File: config.mk
export PLATFORM = sky130hd
export DESIGN_NAME = stepper_ramp_profile_generator_unit
export DESIGN_NICKNAME = d
export VERILOG_FILES = /design/src/rtl/srpg_pkg.sv /design/src/rtl/stepper_ramp_profile_generator_unit.sv /design/src/rtl/srpg_datapath.sv /design/src/rtl/srpg_ctrl.sv
export SDC_FILE = /design/constraint.sdc
export NUM_CORES = 2
export LEC_CHECK = 0
export ABC_AREA = 1
export BUFFER_PORTS_ARGS = -buffer_cell sky130_fd_sc_hd__buf_2
export CAP_MARGIN = 40
export CORE_MARGIN = 3
export CORE_UTILIZATION = 58
export CTS_CLUSTER_DIAMETER = 150
export DETAILED_ROUTE_END_ITERATION = 8
export GPL_ROUTABILITY_DRIVEN = 0
export GPL_TIMING_DRIVEN = 0
export PLACE_DENSITY_LB_ADDON = 0.12
export SYNTH_ARGS = -nofsm -noshare
export SYNTH_HDL_FRONTEND = slang
export SYNTH_SLANG_ARGS = --single-unit
export TNS_END_PERCENT = 20
File: constraint.sdc
create_clock -name i_clk -period 6.87 [get_ports i_clk]
set_input_delay 0.687 -clock i_clk [delete_from_list [all_inputs] [get_ports i_clk]]
set_output_delay 0.687 -clock i_clk [all_outputs]
set_load 0.01 [all_outputs]
File: src/rtl/srpg_pkg.sv
// Shared types and constants of the stepper ramp profile generator.
`default_nettype none
package srpg_pkg;

    // Timer tick rate that scales the step period.
    localparam int unsigned TICK_RATE = 40000;
    localparam int TICK_W = $clog2(TICK_RATE + 1);

    // Field widths.
    localparam int DIST_W  = 32;
    localparam int SPEED_W = 31;
    localparam int ACC_W   = 14;
    localparam int CFG_W   = 21;
    localparam int OP_W    = 2;

    // Square root: 21 result bits from a 42-bit radicand.
    localparam int ROOT_W     = 21;
    localparam int SQRT_STEPS = ROOT_W;
    localparam int RAD_W      = 2 * ROOT_W;

    // Division: (dv << 7) / accel_whole, 39-bit numerator.
    localparam int DV_W      = 32;
    localparam int NUM_W     = DV_W + 7;
    localparam int DIV_STEPS = NUM_W;

    // Period product r * (TICK_RATE * gain), scaled down by 2^41.
    localparam int TG_W       = TICK_W + CFG_W;
    localparam int MUL_STEPS  = TG_W;
    localparam int PROD_W     = NUM_W + TG_W;
    localparam int PER_SHIFT  = 41;

    localparam int CNT_MAX = (DIV_STEPS > MUL_STEPS) ? DIV_STEPS : MUL_STEPS;
    localparam int CNT_W   = $clog2(CNT_MAX);

    // Configuration port.
    localparam int CFG_ADDR_W = 8;
    localparam int CFG_DATA_W = 32;
    localparam logic [CFG_ADDR_W-1:0] REG_STEP_DISTANCE = 8'd0;
    localparam logic [CFG_ADDR_W-1:0] REG_PERIOD_GAIN   = 8'd1;
    localparam logic [CFG_W-1:0]      CFG_RESET_VALUE   = 21'd131072;

    // Opcodes.
    localparam logic [OP_W-1:0] OP_STEP_LEFT  = 2'd0;
    localparam logic [OP_W-1:0] OP_STEP_RIGHT = 2'd1;
    localparam logic [OP_W-1:0] OP_LOAD       = 2'd2;

    // Stream payload widths.
    localparam int IN_DATA_W  = 144;
    localparam int OUT_DATA_W = 96;
    localparam int OUT_USER_W = 3;

    // Controller to datapath commands.
    typedef struct packed {
        logic load;
        logic latch;
        logic prep_a;
        logic prep_b;
        logic prep_c;
        logic root_step;
        logic root_end;
        logic div_step;
        logic div_end;
        logic mul_step;
        logic out_load;
    } t_cmd;

    // Datapath to controller status.
    typedef struct packed {
        logic cnt_zero;
    } t_stat;

endpackage
`default_nettype wire

File: src/rtl/stepper_ramp_profile_generator_unit.sv
// Top level of the two-motor stepper ramp profile generator.
// A step beat passes through the preparation states, the bit-serial square root, the restoring
// divider and the serial period multiplier to the output register; a load goes straight to it.
// One item is in flight at a time: no new item is accepted until the last result is registered.
// Synchronous active-low reset clears all motion state, sets both registers to 1.0 in Q17,
// and leaves the block idle with no result pending.
`default_nettype none
module stepper_ramp_profile_generator_unit (
    input  wire         i_clk,
    input  wire         i_rst_n,
    // Input stream.
    input  wire         i_s_axis_tvalid,
    output logic        o_s_axis_tready,
    // tdata from bit 0: move_distance[31:0], brake_distance[63:32], cruise_speed[94:64],
    // brake_speed[125:95], accel_whole[139:126], zero fill[143:140].
    input  wire [srpg_pkg::IN_DATA_W-1:0] i_s_axis_tdata,
    // tuser from bit 0: opcode[1:0].
    input  wire [srpg_pkg::OP_W-1:0]      i_s_axis_tuser,
    // Output stream.
    output logic        o_m_axis_tvalid,
    input  wire         i_m_axis_tready,
    // tdata from bit 0: step_period[31:0], speed_now[62:32], distance_left[94:63], zero[95].
    output logic [srpg_pkg::OUT_DATA_W-1:0] o_m_axis_tdata,
    // tuser from bit 0: motor_index[0], is_step[1], brake_started[2].
    output logic [srpg_pkg::OUT_USER_W-1:0] o_m_axis_tuser,
    // Configuration write channel.
    input  wire         i_cfg_valid,
    output logic        o_cfg_ready,
    input  wire [srpg_pkg::CFG_ADDR_W-1:0] i_cfg_addr,
    input  wire [srpg_pkg::CFG_DATA_W-1:0] i_cfg_data
);
    import srpg_pkg::*;

    t_cmd  cmd;
    t_stat stat;

    assign o_cfg_ready = 1'b1;

    // Sequencer.
    srpg_ctrl u_ctrl (
        .i_clk       (i_clk),
        .i_rst_n     (i_rst_n),
        .i_in_valid  (i_s_axis_tvalid),
        .i_op        (i_s_axis_tuser),
        .o_in_ready  (o_s_axis_tready),
        .o_out_valid (o_m_axis_tvalid),
        .i_out_ready (i_m_axis_tready),
        .i_stat      (stat),
        .o_cmd       (cmd)
    );

    // Arithmetic and state.
    srpg_datapath u_datapath (
        .i_clk            (i_clk),
        .i_rst_n          (i_rst_n),
        .i_cmd            (cmd),
        .o_stat           (stat),
        .i_op             (i_s_axis_tuser),
        .i_move_distance  (i_s_axis_tdata[31:0]),
        .i_brake_distance (i_s_axis_tdata[63:32]),
        .i_cruise_speed   (i_s_axis_tdata[94:64]),
        .i_brake_speed    (i_s_axis_tdata[125:95]),
        .i_accel_whole    (i_s_axis_tdata[139:126]),
        .i_cfg_valid      (i_cfg_valid),
        .i_cfg_addr       (i_cfg_addr),
        .i_cfg_data       (i_cfg_data),
        .o_data           (o_m_axis_tdata),
        .o_user           (o_m_axis_tuser)
    );

endmodule
`default_nettype wire

File: src/rtl/srpg_datapath.sv
// Datapath of the ramp generator: motion state, square root, divider and multiplier.
`default_nettype none
module srpg_datapath (
    input  wire                           i_clk,
    input  wire                           i_rst_n,
    input  srpg_pkg::t_cmd                i_cmd,
    output srpg_pkg::t_stat               o_stat,
    input  wire [srpg_pkg::OP_W-1:0]      i_op,
    input  wire [srpg_pkg::DIST_W-1:0]    i_move_distance,
    input  wire [srpg_pkg::DIST_W-1:0]    i_brake_distance,
    input  wire [srpg_pkg::SPEED_W-1:0]   i_cruise_speed,
    input  wire [srpg_pkg::SPEED_W-1:0]   i_brake_speed,
    input  wire [srpg_pkg::ACC_W-1:0]     i_accel_whole,
    input  wire                           i_cfg_valid,
    input  wire [srpg_pkg::CFG_ADDR_W-1:0] i_cfg_addr,
    input  wire [srpg_pkg::CFG_DATA_W-1:0] i_cfg_data,
    output logic [srpg_pkg::OUT_DATA_W-1:0] o_data,
    output logic [srpg_pkg::OUT_USER_W-1:0] o_user
);
    import srpg_pkg::*;

    // Configuration and motion state.
    logic [CFG_W-1:0]   r_step;
    logic [CFG_W-1:0]   r_gain;
    logic [DIST_W-1:0]  r_travel [2];
    logic [SPEED_W-1:0] r_speed [2];
    logic [DIST_W-1:0]  r_move;
    logic [DIST_W-1:0]  r_brake_at;
    logic [SPEED_W-1:0] r_goal;
    logic [SPEED_W-1:0] r_brake_goal;
    logic [ACC_W-1:0]   r_aw;
    logic               r_armed;

    // Per-item working registers.
    logic               r_m;
    logic               r_is_step;
    logic               r_started;
    logic [SPEED_W-1:0] r_old;
    logic [DIST_W-1:0]  r_rem;
    logic [33:0]        r_sq;
    logic [24:0]        r_as6;
    logic               r_accel;
    logic [RAD_W-1:0]   r_rad;
    logic [ROOT_W+1:0]  r_root_rem;
    logic [ROOT_W-1:0]  r_root;
    logic [SPEED_W-1:0] r_speed_out;
    logic [NUM_W-1:0]   r_num;
    logic [ACC_W-1:0]   r_div_rem;
    logic [PROD_W-1:0]  r_mul_a;
    logic [TG_W-1:0]    r_mul_b;
    logic [PROD_W-1:0]  r_acc;
    logic [CNT_W-1:0]   r_cnt;

    // Brake check on the left motor's remaining distance.
    logic [DIST_W-1:0] left_rem;
    logic [DIST_W-1:0] left_mag;
    logic              brake_fire;
    always_comb begin
        left_rem   = r_move - r_travel[0];
        left_mag   = left_rem[DIST_W-1] ? (DIST_W'(0) - left_rem) : left_rem;
        brake_fire = r_armed &&
            ($signed({r_brake_at[DIST_W-1], r_brake_at}) >= $signed({1'b0, left_mag}));
    end

    // Radicand of the speed update.
    logic [34:0] rad_sum;
    always_comb begin
        if (r_old < r_goal) begin
            rad_sum = {1'b0, r_sq} + {10'b0, r_as6};
        end else if (r_sq >= {9'b0, r_as6}) begin
            rad_sum = {1'b0, r_sq - {9'b0, r_as6}};
        end else begin
            rad_sum = '0;
        end
    end

    // One restoring square-root step: two radicand bits per cycle.
    logic [ROOT_W+3:0] root_sh;
    logic [ROOT_W+3:0] root_trial;
    logic              root_take;
    always_comb begin
        root_sh    = {r_root_rem, r_rad[RAD_W-1 -: 2]};
        root_trial = {1'b0, r_root, 2'b01};
        root_take  = root_sh >= root_trial;
    end

    // New speed and speed difference from the root.
    logic [DV_W-1:0]    raw;
    logic [DV_W-1:0]    old_ext;
    logic [DV_W-1:0]    goal_ext;
    logic [DV_W-1:0]    dv;
    logic [SPEED_W-1:0] speed_new;
    always_comb begin
        raw      = {r_root, 11'b0};
        old_ext  = {1'b0, r_old};
        goal_ext = {1'b0, r_goal};
        if (r_accel) begin
            dv        = (raw > old_ext) ? raw - old_ext : '0;
            speed_new = (raw >= goal_ext) ? r_goal : raw[SPEED_W-1:0];
        end else begin
            dv        = (old_ext > raw) ? old_ext - raw : '0;
            speed_new = (raw <= goal_ext) ? r_goal : raw[SPEED_W-1:0];
        end
        if (r_aw == '0) begin
            speed_new = r_old;
        end
    end

    // One restoring division step: one quotient bit per cycle.
    logic [ACC_W:0] div_sh;
    logic           div_take;
    always_comb begin
        div_sh   = {r_div_rem, r_num[NUM_W-1]};
        div_take = div_sh >= {1'b0, r_aw};
    end

    // Quotient clamp at 2^38 before the period product.
    localparam logic [NUM_W-1:0] R_CLAMP = NUM_W'(1) << (NUM_W - 1);
    logic [NUM_W-1:0] r_clamped;
    always_comb begin
        r_clamped = (r_num > R_CLAMP) ? R_CLAMP : r_num;
    end

    // Period from the finished product, saturated at 32 bits; all ones when no acceleration is loaded.
    logic [PROD_W-1:0] per_hi;
    logic [31:0]       period;
    always_comb begin
        per_hi = r_acc >> PER_SHIFT;
        if (r_aw == '0 || per_hi > PROD_W'(32'hFFFF_FFFF)) begin
            period = 32'hFFFF_FFFF;
        end else begin
            period = per_hi[31:0];
        end
    end

    assign o_stat.cnt_zero = (r_cnt == '0);

    // Configuration registers and motion state.
    always_ff @(posedge i_clk) begin
        if (!i_rst_n) begin
            r_step       <= CFG_RESET_VALUE;
            r_gain       <= CFG_RESET_VALUE;
            r_travel[0]  <= '0;
            r_travel[1]  <= '0;
            r_speed[0]   <= '0;
            r_speed[1]   <= '0;
            r_move       <= '0;
            r_brake_at   <= '0;
            r_goal       <= '0;
            r_brake_goal <= '0;
            r_aw         <= '0;
            r_armed      <= 1'b0;
        end else begin
            if (i_cfg_valid && i_cfg_addr == REG_STEP_DISTANCE) begin
                r_step <= i_cfg_data[CFG_W-1:0];
            end
            if (i_cfg_valid && i_cfg_addr == REG_PERIOD_GAIN) begin
                r_gain <= i_cfg_data[CFG_W-1:0];
            end
            if (i_cmd.load) begin
                r_move       <= i_move_distance;
                r_brake_at   <= i_brake_distance;
                r_goal       <= i_cruise_speed;
                r_brake_goal <= i_brake_speed;
                r_aw         <= i_accel_whole;
                r_armed      <= 1'b1;
            end
            if (i_cmd.prep_a) begin
                r_travel[r_m] <= r_travel[r_m] + DIST_W'(r_step);
            end
            if (i_cmd.prep_b && brake_fire) begin
                r_goal  <= r_brake_goal;
                r_armed <= 1'b0;
            end
            if (i_cmd.root_end) begin
                r_speed[r_m] <= speed_new;
            end
        end
    end

    // Working registers of one step.
    always_ff @(posedge i_clk) begin
        if (i_cmd.latch) begin
            r_m <= i_op[0];
        end
        if (i_cmd.latch || i_cmd.load) begin
            r_is_step <= i_cmd.latch;
        end
        if (i_cmd.prep_a) begin
            r_old     <= r_speed[r_m];
            r_started <= 1'b0;
        end
        if (i_cmd.prep_b) begin
            r_rem     <= r_move - r_travel[r_m];
            r_started <= brake_fire;
            r_sq      <= 34'((40'(r_old[SPEED_W-1:11]) * 40'(r_old[SPEED_W-1:11])) >> 6);
            r_as6     <= 25'((35'(r_step) * 35'(r_aw)) >> 10);
        end
        if (i_cmd.prep_c) begin
            r_accel    <= r_old < r_goal;
            r_rad      <= {1'b0, rad_sum, 6'b0};
            r_root_rem <= '0;
            r_root     <= '0;
            r_cnt      <= CNT_W'(SQRT_STEPS - 1);
        end
        if (i_cmd.root_step) begin
            r_rad <= {r_rad[RAD_W-3:0], 2'b00};
            if (root_take) begin
                r_root_rem <= (ROOT_W+2)'(root_sh - root_trial);
                r_root     <= {r_root[ROOT_W-2:0], 1'b1};
            end else begin
                r_root_rem <= root_sh[ROOT_W+1:0];
                r_root     <= {r_root[ROOT_W-2:0], 1'b0};
            end
            r_cnt <= r_cnt - 1'b1;
        end
        if (i_cmd.root_end) begin
            r_speed_out <= speed_new;
            r_num       <= {dv, 7'b0};
            r_div_rem   <= '0;
            r_cnt       <= CNT_W'(DIV_STEPS - 1);
        end
        if (i_cmd.div_step) begin
            if (div_take) begin
                r_div_rem <= ACC_W'(div_sh - {1'b0, r_aw});
                r_num     <= {r_num[NUM_W-2:0], 1'b1};
            end else begin
                r_div_rem <= div_sh[ACC_W-1:0];
                r_num     <= {r_num[NUM_W-2:0], 1'b0};
            end
            r_cnt <= r_cnt - 1'b1;
        end
        if (i_cmd.div_end) begin
            r_mul_a <= PROD_W'(r_clamped);
            r_mul_b <= TG_W'(TICK_RATE) * TG_W'(r_gain);
            r_acc   <= '0;
            r_cnt   <= CNT_W'(MUL_STEPS - 1);
        end
        if (i_cmd.mul_step) begin
            if (r_mul_b[0]) begin
                r_acc <= r_acc + r_mul_a;
            end
            r_mul_a <= {r_mul_a[PROD_W-2:0], 1'b0};
            r_mul_b <= {1'b0, r_mul_b[TG_W-1:1]};
            r_cnt   <= r_cnt - 1'b1;
        end
    end

    // Output beat register; a load returns an all-zero result.
    always_ff @(posedge i_clk) begin
        if (i_cmd.out_load) begin
            if (r_is_step) begin
                o_data <= {1'b0, r_rem, r_speed_out, period};
                o_user <= {r_started, 1'b1, r_m};
            end else begin
                o_data <= '0;
                o_user <= '0;
            end
        end
    end

endmodule
`default_nettype wire

File: src/rtl/srpg_ctrl.sv
// Controller state machine that sequences one step or load through the datapath.
`default_nettype none
module srpg_ctrl (
    input  wire                       i_clk,
    input  wire                       i_rst_n,
    input  wire                       i_in_valid,
    input  wire [srpg_pkg::OP_W-1:0]  i_op,
    output logic                      o_in_ready,
    output logic                      o_out_valid,
    input  wire                       i_out_ready,
    input  srpg_pkg::t_stat           i_stat,
    output srpg_pkg::t_cmd            o_cmd
);
    import srpg_pkg::*;

    typedef enum logic [3:0] {
        S_IDLE, S_PREP_A, S_PREP_B, S_PREP_C, S_ROOT, S_ROOT_END,
        S_DIV, S_DIV_END, S_MUL, S_RESULT
    } t_state;

    t_state r_state;
    t_state n_state;
    logic   r_valid;
    logic   accept;
    logic   slot_free;

    assign o_in_ready  = (r_state == S_IDLE);
    assign o_out_valid = r_valid;
    assign accept      = i_in_valid && o_in_ready;
    assign slot_free   = !r_valid || i_out_ready;

    // Commands and next state.
    always_comb begin
        o_cmd   = '0;
        n_state = r_state;
        case (r_state)
            S_IDLE: begin
                if (accept && i_op == OP_LOAD) begin
                    o_cmd.load = 1'b1;
                    n_state    = S_RESULT;
                end else if (accept && (i_op == OP_STEP_LEFT || i_op == OP_STEP_RIGHT)) begin
                    o_cmd.latch = 1'b1;
                    n_state     = S_PREP_A;
                end
            end
            S_PREP_A: begin
                o_cmd.prep_a = 1'b1;
                n_state      = S_PREP_B;
            end
            S_PREP_B: begin
                o_cmd.prep_b = 1'b1;
                n_state      = S_PREP_C;
            end
            S_PREP_C: begin
                o_cmd.prep_c = 1'b1;
                n_state      = S_ROOT;
            end
            S_ROOT: begin
                o_cmd.root_step = 1'b1;
                if (i_stat.cnt_zero) begin
                    n_state = S_ROOT_END;
                end
            end
            S_ROOT_END: begin
                o_cmd.root_end = 1'b1;
                n_state        = S_DIV;
            end
            S_DIV: begin
                o_cmd.div_step = 1'b1;
                if (i_stat.cnt_zero) begin
                    n_state = S_DIV_END;
                end
            end
            S_DIV_END: begin
                o_cmd.div_end = 1'b1;
                n_state       = S_MUL;
            end
            S_MUL: begin
                o_cmd.mul_step = 1'b1;
                if (i_stat.cnt_zero) begin
                    n_state = S_RESULT;
                end
            end
            S_RESULT: begin
                if (slot_free) begin
                    o_cmd.out_load = 1'b1;
                    n_state        = S_IDLE;
                end
            end
            default: begin
                n_state = S_IDLE;
            end
        endcase
    end

    // State and output valid.
    always_ff @(posedge i_clk) begin
        if (!i_rst_n) begin
            r_state <= S_IDLE;
            r_valid <= 1'b0;
        end else begin
            r_state <= n_state;
            if (o_cmd.out_load) begin
                r_valid <= 1'b1;
            end else if (i_out_ready) begin
                r_valid <= 1'b0;
            end
        end
    end

    // A result is never written over a beat still waiting to be taken.
    a_no_overwrite: assert property (@(posedge i_clk) disable iff (!i_rst_n)
        o_cmd.out_load |-> slot_free)
        else $error("result written over a pending output beat");

    // An accepted step starts the preparation sequence.
    a_step_start: assert property (@(posedge i_clk) disable iff (!i_rst_n)
        (accept && (i_op == OP_STEP_LEFT || i_op == OP_STEP_RIGHT)) |=> r_state == S_PREP_A)
        else $error("step beat did not start preparation");

    // The root iteration ends into the speed update.
    a_root_end: assert property (@(posedge i_clk) disable iff (!i_rst_n)
        (r_state == S_ROOT && i_stat.cnt_zero) |=> r_state == S_ROOT_END)
        else $error("square root did not finish");

endmodule
`default_nettype wire

# Word level (Yosys, flattened, before mapping)
# Memory sizes are Yosys's and may differ from the RTL's. A register that Yosys moved wholly into a read port is not among the register bits.
# Index checks and enable logic that the tools add are counted.
word_totals:
  elab_cells: 189
  input_bits: 191
  ram_bits: 126
  ff_bits: 741
  output_inout_bits: 102
  memories: 2
mem_list:
  columns: ["memory", "words", "word_bits", "rd", "rd_clocked_by_memory_dff", "wr", "line_no", "source"]
  rows:
  - ["u_datapath.r_travel", 2, 32, 2, 1, 2, "srpg_datapath.sv:25", "logic [DIST_W-1:0] r_travel [2];"]
  - ["u_datapath.r_speed", 2, 31, 1, 1, 2, "srpg_datapath.sv:26", "logic [SPEED_W-1:0] r_speed [2];"]
op_classes:
  reduce_logical: 28
  mul: 3
  bitwise: 1
  n_eq_ne: 17
  order_cmp: 11
  n_addsub: 12
  muxes: 81
ops:
  columns: ["op", "n"]
  rows:
  - ["76-bit two-way mux", 5]
  - ["31-bit two-way mux", 7]
  - ["32-bit two-way mux", 6]
  - ["39-bit two-way mux", 3]
  - ["42-bit two-way mux", 2]
  - ["76-bit adder", 1]
  - ["36-bit two-way mux", 2]
  - ["23-bit two-way mux", 3]
  - ["32-bit subtractor", 2]
  - ["14-bit two-way mux", 3]
  - ["21-bit two-way mux", 2]
  - ["20-bit by 20-bit multiplier with 40-bit output", 1]
  - ["4-bit one-hot mux with 10 select lines", 1]
  - ["39-bit greater-than comparator (second input constant)", 1]
  - ["6-bit two-way mux", 6]
  - ["34-bit by 25-bit adder with 35-bit output", 1]
  - ["35-bit by 32-bit greater-than comparator with 1-bit output (second input constant)", 1]
  - ["21-bit by 14-bit multiplier with 35-bit output", 1]
  - ["35-bit two-way mux", 1]
  - ["34-bit by 25-bit greater-or-equal comparator with 1-bit output", 1]
  - ["34-bit two-way mux", 1]
  - ["34-bit by 25-bit subtractor with 34-bit output", 1]
  - ["32-bit by 33-bit greater-or-equal comparator with 1-bit output", 1]
  - ["32-bit by 21-bit adder with 32-bit output", 1]
  - ["other kinds (42)", 99]

# Longest topological paths before layout
depth:
  word_depth: 8
  mapped_depth: 33
  ltp_nobuf: 32

# Hierarchy
# From an unflattened synthesis, not the netlist that was laid out.
hier_totals:
  cells_unflattened: 10878
  hier_area_um2: 82934.5
by_module_without_submodules:
  columns: ["module", "area_each_um2", "cells_per_inst", "seq_area_each_um2", "n_inst"]
  rows:
  - ["srpg_datapath", 82556.7, 10813, 24193.2, 1]
  - ["srpg_ctrl", 366.6, 63, 100.1, 1]
  - ["stepper_ramp_profile_generator_unit", 11.3, 2, 0.0, 1]

# Worst setup path before layout
# OpenSTA, ideal clock, no wires.
synth_path:
  path_kind: "reg2reg"
  start: "register u_datapath.r_old[11], read port of u_datapath.r_speed"
  end: "register u_datapath.r_sq[26], data pin"
  required_ns: 6.608
  synth_period_minus_slack_ns: 6.564
  slack_ns: 0.306
  arrival_ns: 6.302
  path_stages_with_launch: 26
  path_buffers: 2
  setup_ns: 0.262
  cell_sequence: "edfxtp_1 > clkbuf_1 > buf_1 > nand2_1 > fa_1 > fa_1 > fa_1 > inv_1 > fa_1 > inv_1 > fa_1 > inv_1 > fa_1 > inv_1 > fa_1 > inv_1 > ha_1 > a21oi_1 > inv_1 > a31oi_1 > o21ai_0 > inv_1 > o21ai_1 > a21oi_1 > o21ai_1 > xor2_1"
synth_between:
  elab_chain_len: 1
synth_lines:
  columns: ["element", "line_no", "source"]
  rows:
  - ["from (decl)", "srpg_datapath.sv:38", "logic [SPEED_W-1:0] r_old;"]
  - ["20-bit by 20-bit multiplier with 40-bit output", "srpg_datapath.sv:196", "r_sq <= 34'((40'(r_old[SPEED_W-1:11]) * 40'(r_old[SPEED_W-1:11])) >> 6);"]
  - ["to (signal assigned)", "srpg_datapath.sv:196", null]
  - ["to (decl)", "srpg_datapath.sv:40", "logic [33:0] r_sq;"]
# No other way between the ends.
# A chain may end at the register's enable or synchronous reset.

# Final worst setup path
layout_path:
  start: "register u_datapath.r_old[11], read port of u_datapath.r_speed"
  end: "register u_datapath.r_sq[29], data pin"
# The elaborated chain is that of the path after synthesis.

==> summary.md <==
| Metric | Value |
|---|---|
| Status | completed |
| Slew @ Worst Pin | between 1000 and 1500 ps |
| Clock Sinks | 898 |
| Top post-synthesis cells by area | edfxtp_1 23%, fa_1 14%, nand2_1 11% |
| Most frequent cell after synthesis | nand2_1 |
| Post-Syn Area | between 80000 and 90000 um2 |
| Clock Tree Buf Depth | 3 |
| Syn_nets | 12.20k |
| CTS root buf | clkbuf_16 |
| Fill cell count | 12.12k |
| Vias per cell | about 5.7 |
| Metal3 WL | 31090 um |
| Cell accounting for the most synthesized area | edfxtp_1 |
| Max incr delay on CP | between 600 and 700 ps |
| XOR/XNOR share of the synthesized area | 3.022% |
| Post-synth ARST share | 0% |
| Clock skew | 50.92 ps |
| CTS tree | yes |
| Cells along the critical path | clkbuf_8, buf_6, nand2_2, fa_2, fa_1, fa_1, inv_1, fa_1, inv_1, fa_1, inv_1, fa_1, inv_1, fa_1, inv_1, ha_4, nand2_1, nor2_2, inv_1, nor4_4, nand4_1, nand3_1, xor2_1 |
| Avg Synthesized Cell Area | about 7.7 um2 |
| Critical Path End Type | register |
| CP Data Required Time | ~7400 ps |
| Met1 wire length | 105400 um |
| RSZ-0062 raised after global routing | true |
| Die Span Y | 382.7 um |
| Yosys cell types | 73 |
| Antenna Violating Nets Remaining | 0 |
| Synth warn | 0 |
| Initial DRT Pass Iterations | 7 |
| First-pass GRT wire length | between 400000 and 500000 um |
| Rows | approximately 140 |
| Vias in the first global route | 71.83k |
| CTS clk-pin slew, worst paths | 60 ps |
| Simple-gate share of the synthesized area | 20.85% |
| Via count | ~75k |
| Clk_lat worst skew | 740 ps |
| Nets | 12.65k |
| Post-synth top cells | 2365 x nand2_1, 2131 x inv_1, 1089 x nor2_1 |
| Slowest stage cell, crit path | fa_2 |
| Fmax | roughly 150 MHz |
| Util after Layout | 64.92% |
| Arr. time, crit path | 7270 ps |
| Iteration-0 DRC count of the detailed router | approximately 8.9k |
| Antenna violations before repair | 13 |
| Residual DRC | 0 |
| Final Hold Vio Count | 0 |
| R2r worst-path depth | 23 |
| CP Launch Type | register |
| Full die area | approximately 150000 um2 |
| Critical path class | register to register |
| Area of the multi-input gates | roughly 49000 um2 |
| Overflow after GRT | 0 |
| Total routed wirelength | around 260000 um |
| Count of final setup violators | 0 |
| Number of buffers created by CTS | slightly below 100 |
| Fin. max-slew vios | 0 |
| GR Util All Layers | 35.04% |
| Largest net degree at the start of global routing | 71 |
| Maxcap violations | 0 |
| Die X | 382.7 um |
| WHS Path Cells | 3 |
| Yosys top cell area share | 23.02% |
| Synth Flop Type | edfxtp_1 |
| Top Metal Used | met4 |
| Seq/Total Area, Yosys | 29.51% |
| Worst hold path class | input pin to register |
| Post-synth EDFFs | 631 |
| Post-synthesis cell count | 10.74k |
| DR WL/cell | between 15 and 20 um |
| Initial Util | 58.70% |
| Share of layout cells above drive strength 1 | 7.100% |
| Ports | 293 |
| Reg area | ~24000 um2 |
| Rel. slew slack | between 30% and 40% |
| Largest family of logic cells by synthesized area | adder cells |
| Core area | 140200 um2 |
| Crit path max fanout | 10 |
| Post-Synth Adder-Cell Area | 24.40% |
| Mux contribution to synthesized area | 0.02584% |
| Crit share post-route | 98.02% |
| Yosys reg bits | 898 |
| Final min period | 6734 ps |
| H-Tree Level Count | 3 |
| Hpwl dp | roughly 210000 um |
| Met2 wire length | ~110000 um |
| Area growth, synth to finish | 10.59% |
| PortBufs | 274 |
| Post-synthesis compound-gate area fraction | 10.74% |
==> metal layers <==
layer / track usage [%] / vias up
met5: 0 / -
met4: 13.72 / 0
met3: 7.742 / 674
met2: 53.25 / 4185
met1: 48.90 / 35360
li1: - / 34954
==> sequential cells by signal (all words and copies together), names as in the netlist, 21 cells and up, named ones only <==
signal,count
u_datapath.r_goal,31
u_datapath.r_rem,32
u_datapath.o_data,95
u_datapath.r_root_rem,23
u_datapath.r_travel,64
u_datapath.r_root,21
u_datapath.r_num,39
u_datapath.r_mul_a,76
u_datapath.r_acc,76
u_datapath.r_as6,25
u_datapath.r_speed,62
u_datapath.r_gain,21
u_datapath.r_mul_b,37
u_datapath.r_move,32
u_datapath.r_speed_out,31
u_datapath.r_old,31
u_datapath.r_step,21
u_datapath.r_brake_at,32
u_datapath.r_brake_goal,31
u_datapath.r_sq,34
u_datapath.r_rad,36
==> repair_timing <==
action | in CTS | in global routing
hold buffers | 0 | 0
gates cloned | 0 | 0
endpoints found under the setup margin | 26 | 29
gates resized for setup | 93 | 124
setup buffers | 30 | 27
pin swaps | 7 | 21
==> worst paths after layout <==
path | start | end | slack (ps)
setup / recovery | u_datapath.r_old[11]$_DFFE_PP_ | u_datapath.r_sq[29]$_DFFE_PP_ | 140
hold / removal | i_s_axis_tdata[43] | u_datapath.r_brake_at[11]$_SDFFE_PN0P_ | 170
setup reg to reg | u_datapath.r_old[11]$_DFFE_PP_ | u_datapath.r_sq[29]$_DFFE_PP_ | 140
hold reg to reg | u_datapath.r_is_step$_DFFE_PP_ | u_datapath.o_user[1]$_DFFE_PP_ | 440
==> kinds of logic after synthesis <==
group | count (synthesis)
AND/OR/NAND/NOR | 4205
buffers and inverters | 2479
AO/OA/AOI/OAI | 1605
adder cells (fa/ha/maj) | 1266
flip-flops | 898
XOR/XNOR | 284
other | 2
multiplexers | 2
==> area by class of cell <==
| type | instances | area share, % |
|---|---|---|
| Sequential cell | 898 | 26.69 |
| Inverter | 2152 | 8.884 |
| Multi-Input combinational cell | 7364 | 53.86 |
| Clock buffer | 139 | 3.158 |
| Clock inverter | 49 | 0.6611 |
| Buffer | 324 | 1.663 |
| Timing Repair Buffer | 355 | 2.485 |
| Antenna cell | 6 | 0.01649 |
| Tap cell | 1876 | 2.578 |
==> layout by cell type, fill, tap and decap left out, types with 35 or more instances in the layout <==
master / count
a21o_1: 35
a21oi_1: 617
a31oi_1: 84
buf_2: 322
buf_4: 71
clkbuf_1: 227
clkbuf_16: 105
dfxtp_1: 265
edfxtp_1: 631
fa_1: 561
ha_1: 689
inv_1: 2128
nand2_1: 2358
nand3_1: 429
nand4_1: 98
nor2_1: 1080
nor3_1: 79
o211ai_1: 39
o21ai_0: 611
xnor2_1: 98
xor2_1: 186
==> per-stage QoR <==
stage               cells  area, um2  hold slack [ps]  setup TNS [ps]  setup slack, ps
global placement    12891      86030            430.9         -158910            -1484
CTS                 13130      90450            127.2          -31.89           -16.64
finish              13163      91030            170.8               0            136.0
global route        13160      91030            150.8          -337.3           -96.55
floorplan           10741      82310            424.4               0            306.0
detailed placement  12913      86490            437.4          -18740            -1161
==> critical path, delay by kind of cell (launching register included) <==
family / cells / cell delay, ps
fa+ha+maj: 8 / 4100
buf+inv: 8 / 820
simple gates: 6 / 950
flops: 1 / 500
xor+xnor: 1 / 200
Power is left out: the tool's default activity adds up to more than one toggle a clock period on the data nets, which glitch-free logic cannot reach.
